<file path="config.mk">
export PLATFORM = sky130hd
export DESIGN_NAME = fair_interleave_request_queue
export DESIGN_NICKNAME = d
export VERILOG_FILES = /design/src/design/fiq_pkg.sv /design/src/design/fair_interleave_request_queue.sv /design/src/design/fiq_ctrl.sv /design/src/design/fiq_dp.sv
export SDC_FILE = /design/constraint.sdc
export NUM_CORES = 1
export LEC_CHECK = 0
export BUFFER_PORTS_ARGS = -buffer_cell sky130_fd_sc_hd__buf_4
export CAP_MARGIN = 40
export CORE_ASPECT_RATIO = 2
export CORE_MARGIN = 2
export CORE_UTILIZATION = 58
export CTS_BUF_LIST = sky130_fd_sc_hd__clkbuf_2 sky130_fd_sc_hd__clkbuf_4 sky130_fd_sc_hd__clkbuf_8
export DETAILED_ROUTE_END_ITERATION = 6
export PLACE_DENSITY = 0.74
export SYNTH_ARGS = -nofsm -noshare
export SYNTH_HDL_FRONTEND = slang
export SYNTH_HIERARCHICAL = 1
export SYNTH_SLANG_ARGS = --single-unit
export TNS_END_PERCENT = 1
</file>
<file path="constraint.sdc">
create_clock -name clock -period 6.32 [get_ports clock]
set_clock_uncertainty 0.2 [all_clocks]
set_input_delay 0.948 -clock clock [delete_from_list [all_inputs] [get_ports clock]]
set_output_delay 0.948 -clock clock [all_outputs]
set_load 0.01 [all_outputs]
</file>
<file path="src/design/fiq_pkg.sv">
// Shared constants and controller/datapath interface types for the fair interleave queue.
`timescale 1ns / 1ps

package fiq_pkg;

   localparam int DEF_QUEUE_DEPTH = 32;

   localparam int OP_W    = 2;
   localparam int VOICE_W = 4;
   localparam int OCC_W   = 6;
   localparam int SET_W   = 1 << VOICE_W;

   localparam logic [OP_W-1:0] OP_ENQUEUE = 2'd0;
   localparam logic [OP_W-1:0] OP_DEQUEUE = 2'd1;
   localparam logic [OP_W-1:0] OP_REMOVE  = 2'd2;
   localparam logic [OP_W-1:0] OP_CLEAR   = 2'd3;

   // controller -> datapath
   typedef struct packed {
      logic load;     // latch request, reset pass counters
      logic scan;     // stream one entry per cycle into the other bank, pausing at the insertion slot
      logic tail;     // append voice at the end of the new bank
      logic commit;   // swap banks, update entry count (clear: zero the count; dropped enqueue: no change)
   } fiq_cmd_type;

   // datapath -> controller
   typedef struct packed {
      logic full;
      logic scan_done;
      logic need_tail;
   } fiq_stat_type;

endpackage

</file>
<file path="src/design/fair_interleave_request_queue.sv">
// Top level of the fair interleave request queue: controller plus datapath.
`timescale 1ns / 1ps

// Ordered queue of 4-bit voice numbers that interleaves requesters fairly.
// Each request transaction (enqueue, dequeue, remove-all-of-voice, clear)
// yields exactly one response transaction carrying the popped voice, a pop
// flag, a drop flag for an enqueue into a full queue, and the occupancy
// after the operation (modulo 64). One transaction is in flight at a time:
// req_stall is high from acceptance until the response is taken. Enqueue,
// dequeue and remove rewrite the queue in a single streaming pass that reads
// the live bank of the entry memory through its one read port, one entry per
// cycle but for a pause at the insertion slot, and writes the result into
// the other bank; the banks then swap. An enqueue that finds no insertion
// slot appends the voice at the tail after the pass. Clear and a dropped
// enqueue skip the pass. The next request is accepted in the cycle after
// the response is taken. The entry memory needs no clearing after reset.

module fair_interleave_request_queue #(
   parameter int QUEUE_DEPTH = fiq_pkg::DEF_QUEUE_DEPTH
) (
   input  logic                           clock,
   input  logic                           reset,
   // request channel
   input  logic                           req_valid,
   output logic                           req_stall,
   input  logic [fiq_pkg::OP_W-1:0]       req_op,
   input  logic [fiq_pkg::VOICE_W-1:0]    req_voice,
   // response channel
   output logic                           rsp_valid,
   input  logic                           rsp_stall,
   output logic [fiq_pkg::VOICE_W-1:0]    rsp_out_voice,
   output logic                           rsp_out_valid,
   output logic                           rsp_dropped,
   output logic [fiq_pkg::OCC_W-1:0]      rsp_occupancy
);

   fiq_pkg::fiq_cmd_type  cmd;
   fiq_pkg::fiq_stat_type stat;

   // sequencing: accept -> [scan pass] -> [tail append] -> commit -> respond
   fiq_ctrl u_ctrl (
      .clock     (clock),
      .reset     (reset),
      .req_valid (req_valid),
      .req_op    (req_op),
      .req_stall (req_stall),
      .rsp_valid (rsp_valid),
      .rsp_stall (rsp_stall),
      .stat      (stat),
      .cmd       (cmd)
   );

   // entry storage and the streaming insert/remove logic
   fiq_dp #(
      .QUEUE_DEPTH (QUEUE_DEPTH)
   ) u_dp (
      .clock         (clock),
      .reset         (reset),
      .req_op        (req_op),
      .req_voice     (req_voice),
      .cmd           (cmd),
      .stat          (stat),
      .rsp_out_voice (rsp_out_voice),
      .rsp_out_valid (rsp_out_valid),
      .rsp_dropped   (rsp_dropped),
      .rsp_occupancy (rsp_occupancy)
   );

endmodule

</file>
<file path="src/design/fiq_ctrl.sv">
// Controller state machine: request/response handshake and pass sequencing.
`timescale 1ns / 1ps

module fiq_ctrl (
   input  logic                        clock,
   input  logic                        reset,
   input  logic                        req_valid,
   input  logic [fiq_pkg::OP_W-1:0]    req_op,
   output logic                        req_stall,
   output logic                        rsp_valid,
   input  logic                        rsp_stall,
   input  fiq_pkg::fiq_stat_type       stat,
   output fiq_pkg::fiq_cmd_type        cmd
);

   localparam logic [2:0] ST_IDLE   = 3'd0;
   localparam logic [2:0] ST_SCAN   = 3'd1;
   localparam logic [2:0] ST_TAIL   = 3'd2;
   localparam logic [2:0] ST_COMMIT = 3'd3;
   localparam logic [2:0] ST_RESP   = 3'd4;

   logic [2:0] state_ff;
   logic [2:0] state_in;
   logic       accept;
   logic       skip_scan;

   assign accept    = (state_ff == ST_IDLE) && req_valid;
   // clear and a full-queue enqueue need no pass over the entries
   assign skip_scan = (req_op == fiq_pkg::OP_CLEAR) ||
                      ((req_op == fiq_pkg::OP_ENQUEUE) && stat.full);

   always_comb begin
      state_in = state_ff;
      unique case (state_ff)
         ST_IDLE: begin
            if (req_valid) state_in = skip_scan ? ST_COMMIT : ST_SCAN;
         end
         ST_SCAN: begin
            if (stat.scan_done) state_in = stat.need_tail ? ST_TAIL : ST_COMMIT;
         end
         ST_TAIL:   state_in = ST_COMMIT;
         ST_COMMIT: state_in = ST_RESP;
         ST_RESP: begin
            if (!rsp_stall) state_in = ST_IDLE;
         end
         default:   state_in = ST_IDLE;
      endcase
   end

   always_ff @(posedge clock) begin
      if (reset) begin
         state_ff <= ST_IDLE;
      end else begin
         state_ff <= state_in;
      end
   end

   assign req_stall  = (state_ff != ST_IDLE);
   assign rsp_valid  = (state_ff == ST_RESP);
   assign cmd.load   = accept;
   assign cmd.scan   = (state_ff == ST_SCAN);
   assign cmd.tail   = (state_ff == ST_TAIL);
   assign cmd.commit = (state_ff == ST_COMMIT);

endmodule

</file>
<file path="src/design/fiq_dp.sv">
// Datapath: two-bank entry memory, streaming copy with insert/remove, result registers.
`timescale 1ns / 1ps

module fiq_dp #(
   parameter int QUEUE_DEPTH = fiq_pkg::DEF_QUEUE_DEPTH
) (
   input  logic                           clock,
   input  logic                           reset,
   input  logic [fiq_pkg::OP_W-1:0]       req_op,
   input  logic [fiq_pkg::VOICE_W-1:0]    req_voice,
   input  fiq_pkg::fiq_cmd_type           cmd,
   output fiq_pkg::fiq_stat_type          stat,
   output logic [fiq_pkg::VOICE_W-1:0]    rsp_out_voice,
   output logic                           rsp_out_valid,
   output logic                           rsp_dropped,
   output logic [fiq_pkg::OCC_W-1:0]      rsp_occupancy
);

   localparam int IDX_W = $clog2(QUEUE_DEPTH);
   localparam int CNT_W = $clog2(QUEUE_DEPTH + 1);
   localparam int VW    = fiq_pkg::VOICE_W;
   localparam int SW    = fiq_pkg::SET_W;

   // bank_ff holds the live queue, the other bank receives the rewritten copy
   logic [VW-1:0]    slot_voice_ff [2][QUEUE_DEPTH];
   logic [VW-1:0]    rd_data_ff;

   logic [fiq_pkg::OP_W-1:0] op_ff;
   logic [VW-1:0]    voice_ff;

   logic             bank_ff,     bank_in;
   logic [CNT_W-1:0] count_ff,    count_in;
   logic [CNT_W-1:0] rd_cnt_ff,   rd_cnt_in;
   logic [CNT_W-1:0] wr_cnt_ff,   wr_cnt_in;
   logic             data_vld_ff, data_vld_in;
   logic [SW-1:0]    run_ff,      run_in;
   logic             ins_done_ff, ins_done_in;
   logic             head_ff,     head_in;
   logic             drop_ff,     drop_in;
   logic             pop_vld_ff,  pop_vld_in;
   logic [VW-1:0]    pop_voice_ff, pop_voice_in;

   logic          is_enq, is_deq, is_rem;
   logic [SW-1:0] cur_bit, want_bit;
   logic          ins_now, consume, rd_en, wr_en;
   logic [VW-1:0] wr_data;

   assign is_enq   = (op_ff == fiq_pkg::OP_ENQUEUE);
   assign is_deq   = (op_ff == fiq_pkg::OP_DEQUEUE);
   assign is_rem   = (op_ff == fiq_pkg::OP_REMOVE);
   assign cur_bit  = SW'(1) << rd_data_ff;
   assign want_bit = SW'(1) << voice_ff;

   // current entry would close its run and the run lacks the voice: insert here
   assign ins_now = cmd.scan && is_enq && !ins_done_ff && data_vld_ff &&
                    ((run_ff & cur_bit) != '0) && ((run_ff & want_bit) == '0);
   assign consume = cmd.scan && data_vld_ff && !ins_now;
   assign rd_en   = cmd.scan && (rd_cnt_ff < count_ff) && (!data_vld_ff || consume);

   always_comb begin
      wr_en = 1'b0;
      if (cmd.tail) begin
         wr_en = 1'b1;
      end else if (cmd.scan && data_vld_ff) begin
         if (is_enq)      wr_en = 1'b1;
         else if (is_rem) wr_en = (rd_data_ff != voice_ff);
         else if (is_deq) wr_en = !head_ff;
      end
   end

   assign wr_data = (ins_now || cmd.tail) ? voice_ff : rd_data_ff;

   always_ff @(posedge clock) begin
      if (wr_en) slot_voice_ff[~bank_ff][wr_cnt_ff[IDX_W-1:0]] <= wr_data;
      if (rd_en) rd_data_ff <= slot_voice_ff[bank_ff][rd_cnt_ff[IDX_W-1:0]];
   end

   always_ff @(posedge clock) begin
      if (cmd.load) begin
         op_ff    <= req_op;
         voice_ff <= req_voice;
      end
   end

   always_comb begin
      bank_in      = bank_ff;
      count_in     = count_ff;
      rd_cnt_in    = rd_cnt_ff + CNT_W'(rd_en);
      wr_cnt_in    = wr_cnt_ff + CNT_W'(wr_en);
      data_vld_in  = rd_en ? 1'b1 : (consume ? 1'b0 : data_vld_ff);
      run_in       = run_ff;
      ins_done_in  = ins_done_ff | ins_now;
      head_in      = head_ff;
      drop_in      = drop_ff;
      pop_vld_in   = pop_vld_ff;
      pop_voice_in = pop_voice_ff;

      if (consume) begin
         head_in = 1'b0;
         run_in  = ((run_ff & cur_bit) != '0) ? cur_bit : (run_ff | cur_bit);
         if (is_deq && head_ff) begin
            pop_vld_in   = 1'b1;
            pop_voice_in = rd_data_ff;
         end
      end

      if (cmd.load) begin
         rd_cnt_in    = '0;
         wr_cnt_in    = '0;
         data_vld_in  = 1'b0;
         run_in       = '0;
         ins_done_in  = 1'b0;
         head_in      = 1'b1;
         drop_in      = (req_op == fiq_pkg::OP_ENQUEUE) && stat.full;
         pop_vld_in   = 1'b0;
         pop_voice_in = '0;
      end

      if (cmd.commit) begin
         if (op_ff == fiq_pkg::OP_CLEAR) begin
            count_in = '0;
         end else if (!drop_ff) begin
            bank_in  = ~bank_ff;
            count_in = wr_cnt_ff;
         end
      end
   end

   always_ff @(posedge clock) begin
      if (reset) begin
         bank_ff      <= 1'b0;
         count_ff     <= '0;
         rd_cnt_ff    <= '0;
         wr_cnt_ff    <= '0;
         data_vld_ff  <= 1'b0;
         ins_done_ff  <= 1'b0;
         head_ff      <= 1'b0;
         drop_ff      <= 1'b0;
         pop_vld_ff   <= 1'b0;
         pop_voice_ff <= '0;
      end else begin
         bank_ff      <= bank_in;
         count_ff     <= count_in;
         rd_cnt_ff    <= rd_cnt_in;
         wr_cnt_ff    <= wr_cnt_in;
         data_vld_ff  <= data_vld_in;
         ins_done_ff  <= ins_done_in;
         head_ff      <= head_in;
         drop_ff      <= drop_in;
         pop_vld_ff   <= pop_vld_in;
         pop_voice_ff <= pop_voice_in;
      end
   end

   always_ff @(posedge clock) begin
      run_ff <= run_in;
   end

   assign stat.full      = (count_ff == CNT_W'(QUEUE_DEPTH));
   assign stat.scan_done = (rd_cnt_ff == count_ff) && !data_vld_ff;
   assign stat.need_tail = is_enq && !ins_done_ff;

   assign rsp_out_voice = pop_voice_ff;
   assign rsp_out_valid = pop_vld_ff;
   assign rsp_dropped   = drop_ff;
   assign rsp_occupancy = fiq_pkg::OCC_W'(count_ff);

endmodule

</file>
==> reports/qor.csv <==
metric;value;unit
outcome;finished clean;
post-route-worst-setup-slack;2.34;ns
cts.root.buffer_cell;clkbuf_8;
floorplan.die.width;111;µm
synth_async_sr_flop_share;0;
end_kind;flip-flop;
total_cts_buffers;41;
global_route.overflow_total;0;
clk_latency;0.54;ns
placeableCoreArea;22600;µm²
report.final.slew_viol_count;0;
layout_common_cells;edfxtp_1, nor2_1, mux4_2;
port_bufs;23;
mappedNetlistArea;13300;µm²
netlist-cell-type-count;61;
crit_path_max_incr_delay;0.77;ns
area_delta_synth_final;8.37;%
multiInputGateArea;3970;µm²
tritoncts_num_sinks;314;
grt_pass1_wl;44500;µm
initial_utilization;0.589;
first_global_vias;7697;
iteration_0_drc_count_of_the_detailed_router;939;
clock_path_buffers;3;
dp_worst_setup_slack;2.39;ns
critical-path-slowest-cell;nor3b_1;
critPathTopFamily;simple AND/OR/NAND/NOR gates;
cell_leakage_power;4.45;nW
holdBufCountCts;0;
synth_area_leaders;edfxtp_1, mux4_2, dfxtp_1, nor2_1, mux2i_1;
tightestPinTransition;0.879;ns
timing.final.hold_violations;0;
max-slew-margin-rel;0.413;
cts.reportedPaths.clkPinSlew;0.06;ns
post_route_cells_drive_above_1_share;0.230;
crit_path_frequent_cell;ha_1;
routed_wire_length_per_instance;25.3;µm
vias_per_cell;6.40;
cp_cell_sequence;nor3b_1 -> and2_1 -> nand4_1 -> a2111oi_1 -> a31oi_2 -> o21ai_0 -> a21oi_1 -> ha_1 -> ha_1 -> nand3_1 -> xor2_1 -> nor2_1;
post_layout_min_period;3.98;ns
die_footprint;24300;µm²
worst_hold_path_type;reg2reg;
totalPowerFinal;0.00404;W
ir_drop;222;µV
path_max_fanout;12;
grt_util_all_layers;0.244;
first_pass_iters;5;
final-seq-area;8950;µm²
timing.critical_path.arrival;4.20;ns
cts_htree_levels;2;
synth_warnings;6;
p_per_area;280;nW/µm²
drt_wl_total;29000;µm
die_y;218;µm
synth_flop_cell;edfxtp_1;
final_nets;855;
syn_avg_cell_area;16.3;µm²
grt_start_max_net_pins;65;
worst-endpoint-required;6.54;ns
post-cts-setup-buffer-count;0;
ios;24;
grt_antenna_before_repair;1;
finalCritPeriodShare;0.630;
rsz0062_at_grt;false;
final_core_utilization;0.638;
layout.cells.most_common;edfxtp_1;
yosysTopAreaCell;edfxtp_1;
via_count;7319;
count_of_standard_cell_rows;78;
crit_path_class;reg2reg;
num-fill-cells;1562;
drt_drc_violations_left;0;
max_cap_viol_count;0;
setup_total_negative_slack;0;ns
tritoncts;done;
setup.worst_path.start_class;flip-flop;
synth-edff-count;266;
critPathBufInv;0;
post-synth-top-area-fraction;0.599;
sequential_element_share_of_the_synthesized_area;0.671;
cts.repair.resized;0;
detail-route-antenna-nets;0;
post_synthesis_net_count;839;
dp.final_hpwl;19200;µm
achievable-frequency;0.251;GHz
synth_seq_cells;314;
finalWeightedCongestion;0.889;
report.final.setup_viol;0;
synth_cells;819;
## registers in the layout, indices dropped and copies added (netlist names), 2 cells and up, named ones only
register / cells
u_dp/op_ff: 2
u_dp/wr_cnt_ff: 6
u_dp/rd_data_ff: 4
u_dp/rsp_out_voice: 4
u_dp/rd_cnt_ff: 6
u_dp/slot_voice_ff: 256
u_ctrl/state_ff: 3
u_dp/rsp_occupancy: 6
u_dp/voice_ff: 4
u_dp/run_ff: 16
## tightest hold or removal path: stages, from the launching register on
cell     delay [ns]
dfxtp_1        0.32
nor2_1         0.05
nor2_1         0.07
## power breakdown
part,leakage (nW),internal (W),switching [W],total (W)
combinational,1.22,0.0000725,0.000118,0.000191
sequential,2.78,0.00227,0.0000347,0.00231
clock,0.442,0.000842,0.000701,0.00154
## final cells by class
cell class / instances / share of cell area
flip-flops and latches: 314 / 0.620
multi-input cells: 421 / 0.275
clock buffers: 53 / 0.0453
well taps: 280 / 0.0242
repair buffers: 30 / 0.0165
clock inverters: 17 / 0.0126
inverters: 27 / 0.00701
diodes: 1 / 0.000173
## per-layer routing
metal | wire length (µm) | GRT usage | vias to the layer above | part of all wire
met3 | 1300 | 0.0341 | 83 | 0.045
met2 | 16700 | 0.474 | 269 | 0.58
met4 | 1340 | 0.127 | 0 | 0.046
met5 | 0 | 0 | - | 0
met1 | 9600 | 0.251 | 3749 | 0.33
li1 | - | - | 3218 | -
## through the flow
step	instances	instance area, µm²	hold slack [ns]
final	1143	14500	0.280
after global routing	1143	14500	0.312
after CTS	1142	14400	0.282
after detailed placement	1072	13600	0.267
after global placement	1071	13600	0.257
after floorplan	819	13300	0.259
## synth_stat cells (3+ instances only)
master      n
nand2b_1    3
a22oi_1     6
buf_2      15
mux4_2     78
inv_1      27
nor3_1      8
a211oi_1    8
nand4_1     3
nand3b_1    7
buf_4      10
and3_1      5
xnor2_1     7
buf_1       6
clkbuf_1   20
mux2i_1    20
nor2_1     96
a21oi_1    12
ha_1       10
nand2_1    34
mux2_4      4
or3b_2      3
xor2_1      5
o32ai_1    17
dfxtp_1    48
nor3b_1    24
o21ai_0     4
buf_6       6
a21o_1      3
and2_1      8
edfxtp_1  266
nor2b_1     5
or2_2       3
nand3_1    10
## worst paths after layout
check                                     endpoint                from  slack, ns  depth (start not counted)
worst min-delay path            u_dp/rsp_out_valid  u_dp/rsp_out_valid       0.28                          2
worst max-delay path             u_dp/rd_cnt_ff[4]  u_ctrl/state_ff[0]       2.34                         12
worst max register to register   u_dp/rd_cnt_ff[4]  u_ctrl/state_ff[0]       2.34                         12
worst min register to register  u_dp/rsp_out_valid  u_dp/rsp_out_valid       0.28                          2
## cell families after synthesis
family                     Yosys count  share of synthesized area
AOI/OAI and AO/OA                   72                     0.0427
xor gates and xnor gates            12                    0.00788
adders and majority gates           10                    0.00938
buffers and inverters               84                     0.0312
DFF                                314                      0.671
muxes                              103                      0.152
and+or+nand+nor                    224                     0.0856
(Power assumes the default switching activity.)
